## config.mk

```make
export PLATFORM = sky130hd
export DESIGN_NAME = bmp24_stream_parser
export DESIGN_NICKNAME = d
export VERILOG_FILES = /design/src/hw/rtl/bmp24_pkg.sv /design/src/hw/rtl/bmp24_stream_parser.sv /design/src/hw/rtl/bmp24_hdr.sv
export SDC_FILE = /design/constraint.sdc
export NUM_CORES = 1
export LEC_CHECK = 0
export BUFFER_PORTS_ARGS = -buffer_cell sky130_fd_sc_hd__buf_2
export CAP_MARGIN = 30
export CORE_ASPECT_RATIO = 1.25
export CORE_MARGIN = 2
export CORE_UTILIZATION = 51
export DETAILED_ROUTE_END_ITERATION = 8
export GPL_ROUTABILITY_DRIVEN = 1
export PLACE_DENSITY_LB_ADDON = 0.2
export SLEW_MARGIN = 20
export SYNTH_ARGS = -nofsm -noshare
export SYNTH_HDL_FRONTEND = slang
export SYNTH_SLANG_ARGS = --single-unit
```

## constraint.sdc

```tcl
create_clock -name clock -period 10.7 [get_ports clock]
set_clock_uncertainty 0.1 [all_clocks]
set_input_delay 2.14 -clock clock [delete_from_list [all_inputs] [get_ports clock]]
set_output_delay 2.14 -clock clock [all_outputs]
set_load 0.01 [all_outputs]
```

## src/hw/rtl/bmp24_pkg.sv

```systemverilog
package bmp24_pkg;

   // parser phases
   typedef enum logic [1:0] {
      PH_HEADER = 2'd0,
      PH_PIXEL  = 2'd1,
      PH_PAD    = 2'd2,
      PH_IDLE   = 2'd3
   } phase_type;

   // result kinds carried on tuser
   localparam logic [1:0] ST_PIXEL     = 2'd0;
   localparam logic [1:0] ST_BAD_SIG   = 2'd1;
   localparam logic [1:0] ST_BAD_HDR   = 2'd2;
   localparam logic [1:0] ST_TOO_LARGE = 2'd3;

   localparam logic [15:0] SIG_BM       = 16'd19778;
   localparam logic [15:0] DEPTH_24     = 16'd24;
   localparam logic [31:0] HDR_LEN      = 32'd54;
   localparam logic [31:0] INFO_LEN     = 32'd40;
   localparam logic [5:0]  SIG_LAST_POS = 6'd1;
   localparam logic [5:0]  HDR_LAST_POS = 6'd53;
   localparam int          OUT_COORD_W  = 16;

   // header verdict for the byte being processed
   typedef struct packed {
      logic sig_bad;
      logic at_end;
      logic invalid;
      logic too_large;
   } hdr_status_type;

endpackage

```

## src/hw/rtl/bmp24_stream_parser.sv

```systemverilog
// an accepted input beat passes the input register, then the result register, to its result on rsp_tvalid
// throughput: one byte per cycle while the result is not stalled, one input register and one result register
// a stalled result also holds the byte in the input register; a new byte is then taken only if that register is empty
// reset: synchronous, active high; the parser starts in the header phase and
// treats the next byte as byte 0 of a file
module bmp24_stream_parser
   import bmp24_pkg::*;
#(
   parameter int COORD_BITS = 16
) (
   input  logic        clock,
   input  logic        reset,
   input  logic        req_tvalid,
   output logic        req_tready,
   input  logic [7:0]  req_tdata,   // [7:0] data_byte
   input  logic        req_tuser,   // [0] file_start
   output logic        rsp_tvalid,
   input  logic        rsp_tready,
   output logic [55:0] rsp_tdata,   // red, green, blue, pixel_row, pixel_column
   output logic [1:0]  rsp_tuser,   // [1:0] status
   output logic        rsp_tlast    // last_pixel
);

   // input register
   logic       in_valid_ff, in_valid_in;
   logic [7:0] in_byte_ff;
   logic       in_start_ff;
   logic       consume;

   // parse state
   phase_type             phase_ff, phase_in, phase_cur;
   logic [COORD_BITS-1:0] row_ff, row_in;
   logic [COORD_BITS-1:0] col_ff, col_in;
   logic [1:0]            comp_ff, comp_in;
   logic [7:0]            blue_ff, blue_in;
   logic [7:0]            green_ff, green_in;
   logic [1:0]            pad_ff, pad_in, pad_dec;

   // result register
   logic        rsp_valid_ff, rsp_valid_in;
   logic [55:0] rsp_data_ff, rsp_data_in;
   logic [1:0]  rsp_user_ff, rsp_user_in;
   logic        rsp_last_ff, rsp_last_in;

   hdr_status_type hdr_status;
   logic [31:0]    image_width, image_height;
   logic [31:0]    width_m1, height_m1;
   logic [COORD_BITS+31:0] col_wide, row_wide;
   logic [COORD_BITS+OUT_COORD_W-1:0] col_out_wide, row_out_wide;
   logic hdr_step, is_last, row_end, emit;

   assign consume    = in_valid_ff && (!rsp_valid_ff || rsp_tready);
   assign req_tready = !in_valid_ff || consume;
   assign in_valid_in = (req_tvalid && req_tready) ? 1'b1 : (consume ? 1'b0 : in_valid_ff);

   always_ff @(posedge clock) begin
      if (reset) begin
         in_valid_ff <= 1'b0;
      end else begin
         in_valid_ff <= in_valid_in;
      end
      if (req_tvalid && req_tready) begin
         in_byte_ff  <= req_tdata;
         in_start_ff <= req_tuser;
      end
   end

   assign phase_cur = in_start_ff ? PH_HEADER : phase_ff;
   assign hdr_step  = consume && (phase_cur == PH_HEADER);

   bmp24_hdr #(
      .COORD_BITS(COORD_BITS)
   ) u_hdr (
      .clock       (clock),
      .reset       (reset),
      .step        (hdr_step),
      .start       (in_start_ff),
      .data_byte   (in_byte_ff),
      .status      (hdr_status),
      .image_width (image_width),
      .image_height(image_height)
   );

   assign width_m1  = image_width - 32'd1;
   assign height_m1 = image_height - 32'd1;
   assign col_wide  = {32'd0, col_ff};
   assign row_wide  = {32'd0, row_ff};
   assign is_last   = (row_wide[31:0] == height_m1) && (col_wide[31:0] == width_m1);
   assign row_end   = (col_wide[31:0] == width_m1);
   assign pad_dec   = pad_ff - 2'd1;

   // next phase
   always_comb begin
      phase_in = phase_cur;
      case (phase_cur)
         PH_HEADER: begin
            if (hdr_status.sig_bad) begin
               phase_in = PH_IDLE;
            end else if (hdr_status.at_end) begin
               if (hdr_status.invalid || hdr_status.too_large) begin
                  phase_in = PH_IDLE;
               end else begin
                  phase_in = PH_PIXEL;
               end
            end
         end
         PH_PIXEL: begin
            if (comp_ff == 2'd2) begin
               if (is_last) begin
                  phase_in = PH_IDLE;
               end else if (row_end && (image_width[1:0] != 2'd0)) begin
                  phase_in = PH_PAD;
               end
            end
         end
         PH_PAD: begin
            if (pad_dec == 2'd0) begin
               phase_in = PH_PIXEL;
            end
         end
         default: phase_in = PH_IDLE;
      endcase
      if (!consume) begin
         phase_in = phase_ff;
      end
   end

   // counters and result
   always_comb begin
      row_in      = row_ff;
      col_in      = col_ff;
      comp_in     = comp_ff;
      blue_in     = blue_ff;
      green_in    = green_ff;
      pad_in      = pad_ff;
      emit        = 1'b0;
      rsp_user_in = ST_PIXEL;
      rsp_last_in = 1'b0;
      rsp_data_in = '0;
      case (phase_cur)
         PH_HEADER: begin
            if (hdr_status.sig_bad) begin
               emit        = 1'b1;
               rsp_user_in = ST_BAD_SIG;
            end else if (hdr_status.at_end) begin
               if (hdr_status.invalid) begin
                  emit        = 1'b1;
                  rsp_user_in = ST_BAD_HDR;
               end else if (hdr_status.too_large) begin
                  emit        = 1'b1;
                  rsp_user_in = ST_TOO_LARGE;
               end else begin
                  row_in  = '0;
                  col_in  = '0;
                  comp_in = 2'd0;
               end
            end
         end
         PH_PIXEL: begin
            case (comp_ff)
               2'd0: begin
                  blue_in = in_byte_ff;
                  comp_in = 2'd1;
               end
               2'd1: begin
                  green_in = in_byte_ff;
                  comp_in  = 2'd2;
               end
               default: begin
                  comp_in     = 2'd0;
                  emit        = 1'b1;
                  rsp_user_in = ST_PIXEL;
                  rsp_last_in = is_last;
                  rsp_data_in = {col_out_wide[OUT_COORD_W-1:0],
                                 row_out_wide[OUT_COORD_W-1:0],
                                 blue_ff, green_ff, in_byte_ff};
                  if (!is_last) begin
                     if (row_end) begin
                        col_in = '0;
                        row_in = row_ff + COORD_BITS'(1);
                        pad_in = image_width[1:0];
                     end else begin
                        col_in = col_ff + COORD_BITS'(1);
                     end
                  end
               end
            endcase
         end
         PH_PAD: begin
            pad_in = pad_dec;
         end
         default: ;
      endcase
   end

   assign col_out_wide = {{OUT_COORD_W{1'b0}}, col_ff};
   assign row_out_wide = {{OUT_COORD_W{1'b0}}, row_ff};

   always_ff @(posedge clock) begin
      if (reset) begin
         phase_ff <= PH_HEADER;
         row_ff   <= '0;
         col_ff   <= '0;
         comp_ff  <= 2'd0;
         pad_ff   <= 2'd0;
      end else begin
         phase_ff <= phase_in;
         if (consume) begin
            row_ff  <= row_in;
            col_ff  <= col_in;
            comp_ff <= comp_in;
            pad_ff  <= pad_in;
         end
      end
      if (consume) begin
         blue_ff  <= blue_in;
         green_ff <= green_in;
      end
   end

   // result register: a beat is loaded when one is produced, cleared when taken
   assign rsp_valid_in = (consume && emit) ? 1'b1 :
                         (rsp_tready ? 1'b0 : rsp_valid_ff);

   always_ff @(posedge clock) begin
      if (reset) begin
         rsp_valid_ff <= 1'b0;
      end else begin
         rsp_valid_ff <= rsp_valid_in;
      end
      if (consume && emit) begin
         rsp_data_ff <= rsp_data_in;
         rsp_user_ff <= rsp_user_in;
         rsp_last_ff <= rsp_last_in;
      end
   end

   assign rsp_tvalid = rsp_valid_ff;
   assign rsp_tdata  = rsp_data_ff;
   assign rsp_tuser  = rsp_user_ff;
   assign rsp_tlast  = rsp_last_ff;

   // error beats carry an empty payload and never close an image
   a_err_payload : assert property (@(posedge clock) disable iff (reset)
      (rsp_tvalid && (rsp_tuser != ST_PIXEL)) |-> ((rsp_tdata == '0) && !rsp_tlast))
      else $error("error beat with payload");

   // the final pixel leaves the parser idle
   a_last_idle : assert property (@(posedge clock) disable iff (reset)
      (consume && emit && rsp_last_in) |=> (phase_ff == PH_IDLE))
      else $error("parser not idle after final pixel");

   // padding phase always has bytes left to skip
   a_pad_nonzero : assert property (@(posedge clock) disable iff (reset)
      (phase_ff == PH_PAD) |-> (pad_ff != 2'd0))
      else $error("padding phase with no bytes left");

   // column stays within the row while pixels are gathered
   a_col_range : assert property (@(posedge clock) disable iff (reset)
      (phase_ff == PH_PIXEL) |-> (col_wide[31:0] <= width_m1))
      else $error("column beyond image width");

endmodule

```

## src/hw/rtl/bmp24_hdr.sv

```systemverilog
module bmp24_hdr
   import bmp24_pkg::*;
#(
   parameter int COORD_BITS = 16
) (
   input  logic           clock,
   input  logic           reset,
   input  logic           step,
   input  logic           start,
   input  logic [7:0]     data_byte,
   output hdr_status_type status,
   output logic [31:0]    image_width,
   output logic [31:0]    image_height
);

   localparam logic [32:0] COORD_LIMIT = 33'd1 << COORD_BITS;

   logic [5:0]  pos_ff, pos_in, pos_cur;
   logic [15:0] sig_ff, sig_in, sig_cur;
   logic [31:0] fsize_ff, fsize_in;
   logic [31:0] offset_ff, offset_in;
   logic [31:0] info_ff, info_in;
   logic [31:0] width_ff, width_in;
   logic [31:0] height_ff, height_in;
   logic [15:0] planes_ff, planes_in;
   logic [15:0] bpp_ff, bpp_in;
   logic [31:0] compr_ff, compr_in;
   logic [31:0] isize_ff, isize_in;

   // a start beat sees position and signature as cleared; the other fields clear as it is taken
   assign pos_cur = start ? 6'd0 : pos_ff;
   assign sig_cur = start ? 16'd0 : sig_ff;

   always_comb begin
      pos_in    = pos_ff;
      sig_in    = sig_ff;
      fsize_in  = fsize_ff;
      offset_in = offset_ff;
      info_in   = info_ff;
      width_in  = width_ff;
      height_in = height_ff;
      planes_in = planes_ff;
      bpp_in    = bpp_ff;
      compr_in  = compr_ff;
      isize_in  = isize_ff;
      if (step) begin
         if (start) begin
            fsize_in  = '0;
            offset_in = '0;
            info_in   = '0;
            width_in  = '0;
            height_in = '0;
            planes_in = '0;
            bpp_in    = '0;
            compr_in  = '0;
            isize_in  = '0;
         end
         sig_in = sig_cur;
         // little-endian fields shift in from the top
         case (pos_cur) inside
            [6'd0:6'd1]:   sig_in    = {data_byte, sig_cur[15:8]};
            [6'd2:6'd5]:   fsize_in  = {data_byte, fsize_ff[31:8]};
            [6'd10:6'd13]: offset_in = {data_byte, offset_ff[31:8]};
            [6'd14:6'd17]: info_in   = {data_byte, info_ff[31:8]};
            [6'd18:6'd21]: width_in  = {data_byte, width_ff[31:8]};
            [6'd22:6'd25]: height_in = {data_byte, height_ff[31:8]};
            [6'd26:6'd27]: planes_in = {data_byte, planes_ff[15:8]};
            [6'd28:6'd29]: bpp_in    = {data_byte, bpp_ff[15:8]};
            [6'd30:6'd33]: compr_in  = {data_byte, compr_ff[31:8]};
            [6'd34:6'd37]: isize_in  = {data_byte, isize_ff[31:8]};
            default: ;
         endcase
         pos_in = pos_cur + 6'd1;
      end
   end

   always_ff @(posedge clock) begin
      if (reset) begin
         pos_ff    <= '0;
         sig_ff    <= '0;
         fsize_ff  <= '0;
         offset_ff <= '0;
         info_ff   <= '0;
         width_ff  <= '0;
         height_ff <= '0;
         planes_ff <= '0;
         bpp_ff    <= '0;
         compr_ff  <= '0;
         isize_ff  <= '0;
      end else begin
         pos_ff    <= pos_in;
         sig_ff    <= sig_in;
         fsize_ff  <= fsize_in;
         offset_ff <= offset_in;
         info_ff   <= info_in;
         width_ff  <= width_in;
         height_ff <= height_in;
         planes_ff <= planes_in;
         bpp_ff    <= bpp_in;
         compr_ff  <= compr_in;
         isize_ff  <= isize_in;
      end
   end

   always_comb begin
      status.sig_bad = (pos_cur == SIG_LAST_POS) && (sig_in != SIG_BM);
      status.at_end  = (pos_cur == HDR_LAST_POS);
      status.invalid = (bpp_ff != DEPTH_24) || (offset_ff != HDR_LEN) ||
                       (info_ff != INFO_LEN) || (fsize_ff != HDR_LEN + isize_ff) ||
                       (compr_ff != 32'd0) || (planes_ff != 16'd1) ||
                       (width_ff == 32'd0) || (height_ff == 32'd0);
      status.too_large = ({1'b0, width_ff} > COORD_LIMIT) ||
                         ({1'b0, height_ff} > COORD_LIMIT);
   end

   assign image_width  = width_ff;
   assign image_height = height_ff;

endmodule

```

==> out/metrics.cfg <==
[outcome]
status = completed

[timing]
setup_violations = 0
finalHoldViolCount = 0
tns_ns = 0
grt_setup_unrepaired = false
slew_headroom_pct = 35.1
tightestPinTransition_ns = 0.965
fin_crit_sh_pct = 57.1
slew_violations = 0
fmax_mhz = 164
setup_ws_ns = 4.59
fin_crit_ns = 6.11

[synth]
synth_edf_count = 84
synth-main-ff-cell = dfxtp_1
syn_nets = 2014
synth_seq_area_share_pct = 48.9
yosys_warnings = 0
synth_async_sr_flop_share_pct = 0
synth_cells = 1989
synth_seq_cells = 402
ys_types = 85
avgSynthCellArea_sq_um = 9.14
synth_area_leaders = dfxtp_1 35%, edfxtp_1 14%, a22oi_1 10%
synth_top_area_share_pct = 35.0
synth_area_sq_um = 18200
yosysTopAreaCell = dfxtp_1

[place]
dpl.hpwl_um = 31400
place_area_sq_um = 18900
pre_cts_ws_ns = 3.87
placedCellCount = 2417
globalplace.congestion = 0.854
io_buffers = 73

[clock_tree]
cts_resized = 0
clkSinkCount = 402
cts_tree = yes
htree_levels = 2
cts_hold_buf = 0
cts_root_buf = clkbuf_16
numCtsBuffers = 41
cts_setup_buffers = 0
clock_latency_ns = 0.55
clockBufferDepth = 3
path_clk_slew_ns = 0.06

[floorplanning]
initial_core_util_pct = 51.6
die_h_um = 215
dieArea_sq_um = 37200
rows = 77
fp.dieW_um = 173
io_pins = 74
core_area_sq_um = 35300

[detailed_routing]
drc = 0
ant_nets = 0
first_iter_violations = 1342
drt_wl_total_um = 47000
avgViaCountPerCell = 6.09
wl_per_cell_um = 18.9
drt-pass1-iter-count = 8
via_count = 15200

[power_and_ir_drop]
power_frac_seq_pct = 50.8
p_per_area_nw_per_um2 = 152
p_int_mw = 2.39
p_leak_nw = 7.15
p_comb_share_pct = 3.5
peakVddDrop_uv = 125
netSwitchingFraction_pct = 22.1
power_frac_clock_pct = 45.7
switchingPower_uw = 680

[critical_path]
cp.arrival_ns = 6.46
path_max_fanout = 22
r2r-start = in_start_ff
cp_cell_sequence = buf_2 > nand2b_1 > and3_1 > o21ai_1 > a22oi_1 > nand2b_1 > nor4_1 > a211oi_1 > buf_4 > or4b_1 > or4_1 > a21oi_1
crit_type = in2reg
cpMostUsedCell = nand2b_1
cp-end-kind = register
worst_path_largest_cell_delay_ns = 0.81
cp-start-kind = primary input
r2r_slack_ns = 5.20
r2r_end = row_ff[15]
cp_slowest_cell = and3_1
crit_required_ns = 11.05
reg2regPathDepth = 15

[final_layout]
area_delta_synth_final_pct = 11.2
post-route-cell-area_sq_um = 20200
final_nets = 2012
nFillCells = 3174
diodes = 0
multi_input_area_sq_um = 8610
final_cell_mix = 338 x nor2_1, 318 x dfxtp_1, 250 x a22oi_1
finalNonFillerCells = 2493
final_common_cell = nor2_1
drive_gt1_share_pct = 11.0
final-seq-area_sq_um = 8890

[global_route]
gr-total-overflow = 0
grt_pass1_wl_um = 75800
grt_usage_pct = 24.6
grt_max_degree = 141
grt_pass1_vias = 14200
antenna_found_initial = 0

[min_path]
whs_path_depth = 2
min_to = u_hdr.offset_ff[26]
hp-start = u_hdr.offset_ff[26]
hold_path_class = reg2reg

[job]
drv_cap = 0

## layer usage
metal / routed length (um) / vias to the layer above / track usage [%]
li1: - / 7326 / -
met1: 19900 / 7355 / 30.8
met2: 23200 / 397 / 42.7
met3: 2110 / 111 / 3.56
met4: 1890 / 0 / 9.97
met5: 0 / - / 0
## logic make-up (layout without fill, tap and decap cells)
kind of cell | Yosys count | after routing | synth area share [%]
and+or+nand+nor | 808 | 808 | 22.6
AOI/OAI and AO/OA | 483 | 483 | 18.5
DFF | 402 | 402 | 48.9
buffers and inverters | 182 | 212 | 4.15
xor gates and xnor gates | 94 | 94 | 4.53
adders and majority gates | 12 | 12 | 0.826
muxes | 8 | 8 | 0.454
## worst max-delay path by stage
stage          depth (start not counted)  startpoint            to
6_report                              12  rsp_tready    row_ff[15]
5_1_grt                               12  rsp_tready    row_ff[13]
4_1_cts                               12  rsp_tready    row_ff[15]
3_5_place_dp                          12  rsp_tready    row_ff[15]
3_3_place_gp                          12  rsp_tready    row_ff[13]
2_1_floorplan                         10  rsp_tready  rsp_tdata[0]
## power by group through the flow
stage / combinational (mW) / clock (mW) / sequential [mW]
floorplan: 0.0650 / 0 / 1.59
global placement: 0.103 / 0 / 1.59
detailed placement: 0.106 / 0 / 1.59
CTS: 0.106 / 1.43 / 1.56
global route: 0.115 / 1.49 / 1.56
finish: 0.107 / 1.41 / 1.56
## synthesized netlist by cell type, types with 45 or more instances
library cell and count:
nand2_1 83, a22oi_1 250, xnor2_1 64, nand3_1 45, and3_1 71, a21oi_1 70, clkbuf_1 135, o21ai_0 54
nor2_1 339, edfxtp_1 84, nor4_1 56, dfxtp_1 318
## worst max-delay path, delay by kind of cell
family	cells	cell delay, ns
buffers and inverters	2	0.30
and+or+nand+nor	6	2.88
AOI/OAI and AO/OA	4	1.13
## stage by stage
| stage | util, % | total power [mW] | hold slack (ns) |
|---|---|---|---|
| final | 57.3 | 3.07 | 0.376 |
| after global routing | 57.3 | 3.17 | 0.396 |
| after CTS | 57.3 | 3.10 | 0.378 |
| after detailed placement | 53.5 | 1.70 | 0.365 |
| after global placement | 53.2 | 1.70 | 0.357 |
| after floorplan | - | 1.66 | 0.343 |
## area by class of cell
| type | count | area share (%) |
|---|---|---|
| Inverter | 30 | 0.557 |
| Tap cell | 474 | 2.93 |
| Clock inverter | 17 | 0.805 |
| Sequential cell | 402 | 44.0 |
| Multi-Input combinational cell | 1405 | 42.6 |
| Clock buffer | 58 | 5.79 |
| Timing Repair Buffer | 107 | 3.34 |
## state kept, by name, indices dropped and copies added (netlist names), 32 cells and up
signal / count
u_hdr.fsize_ff: 32
u_hdr.image_height: 32
u_hdr.offset_ff: 32
u_hdr.image_width: 32
u_hdr.info_ff: 32
u_hdr.isize_ff: 32
rsp_tdata: 56
u_hdr.compr_ff: 32
Note: power is estimated with default switching activity, not from simulation.
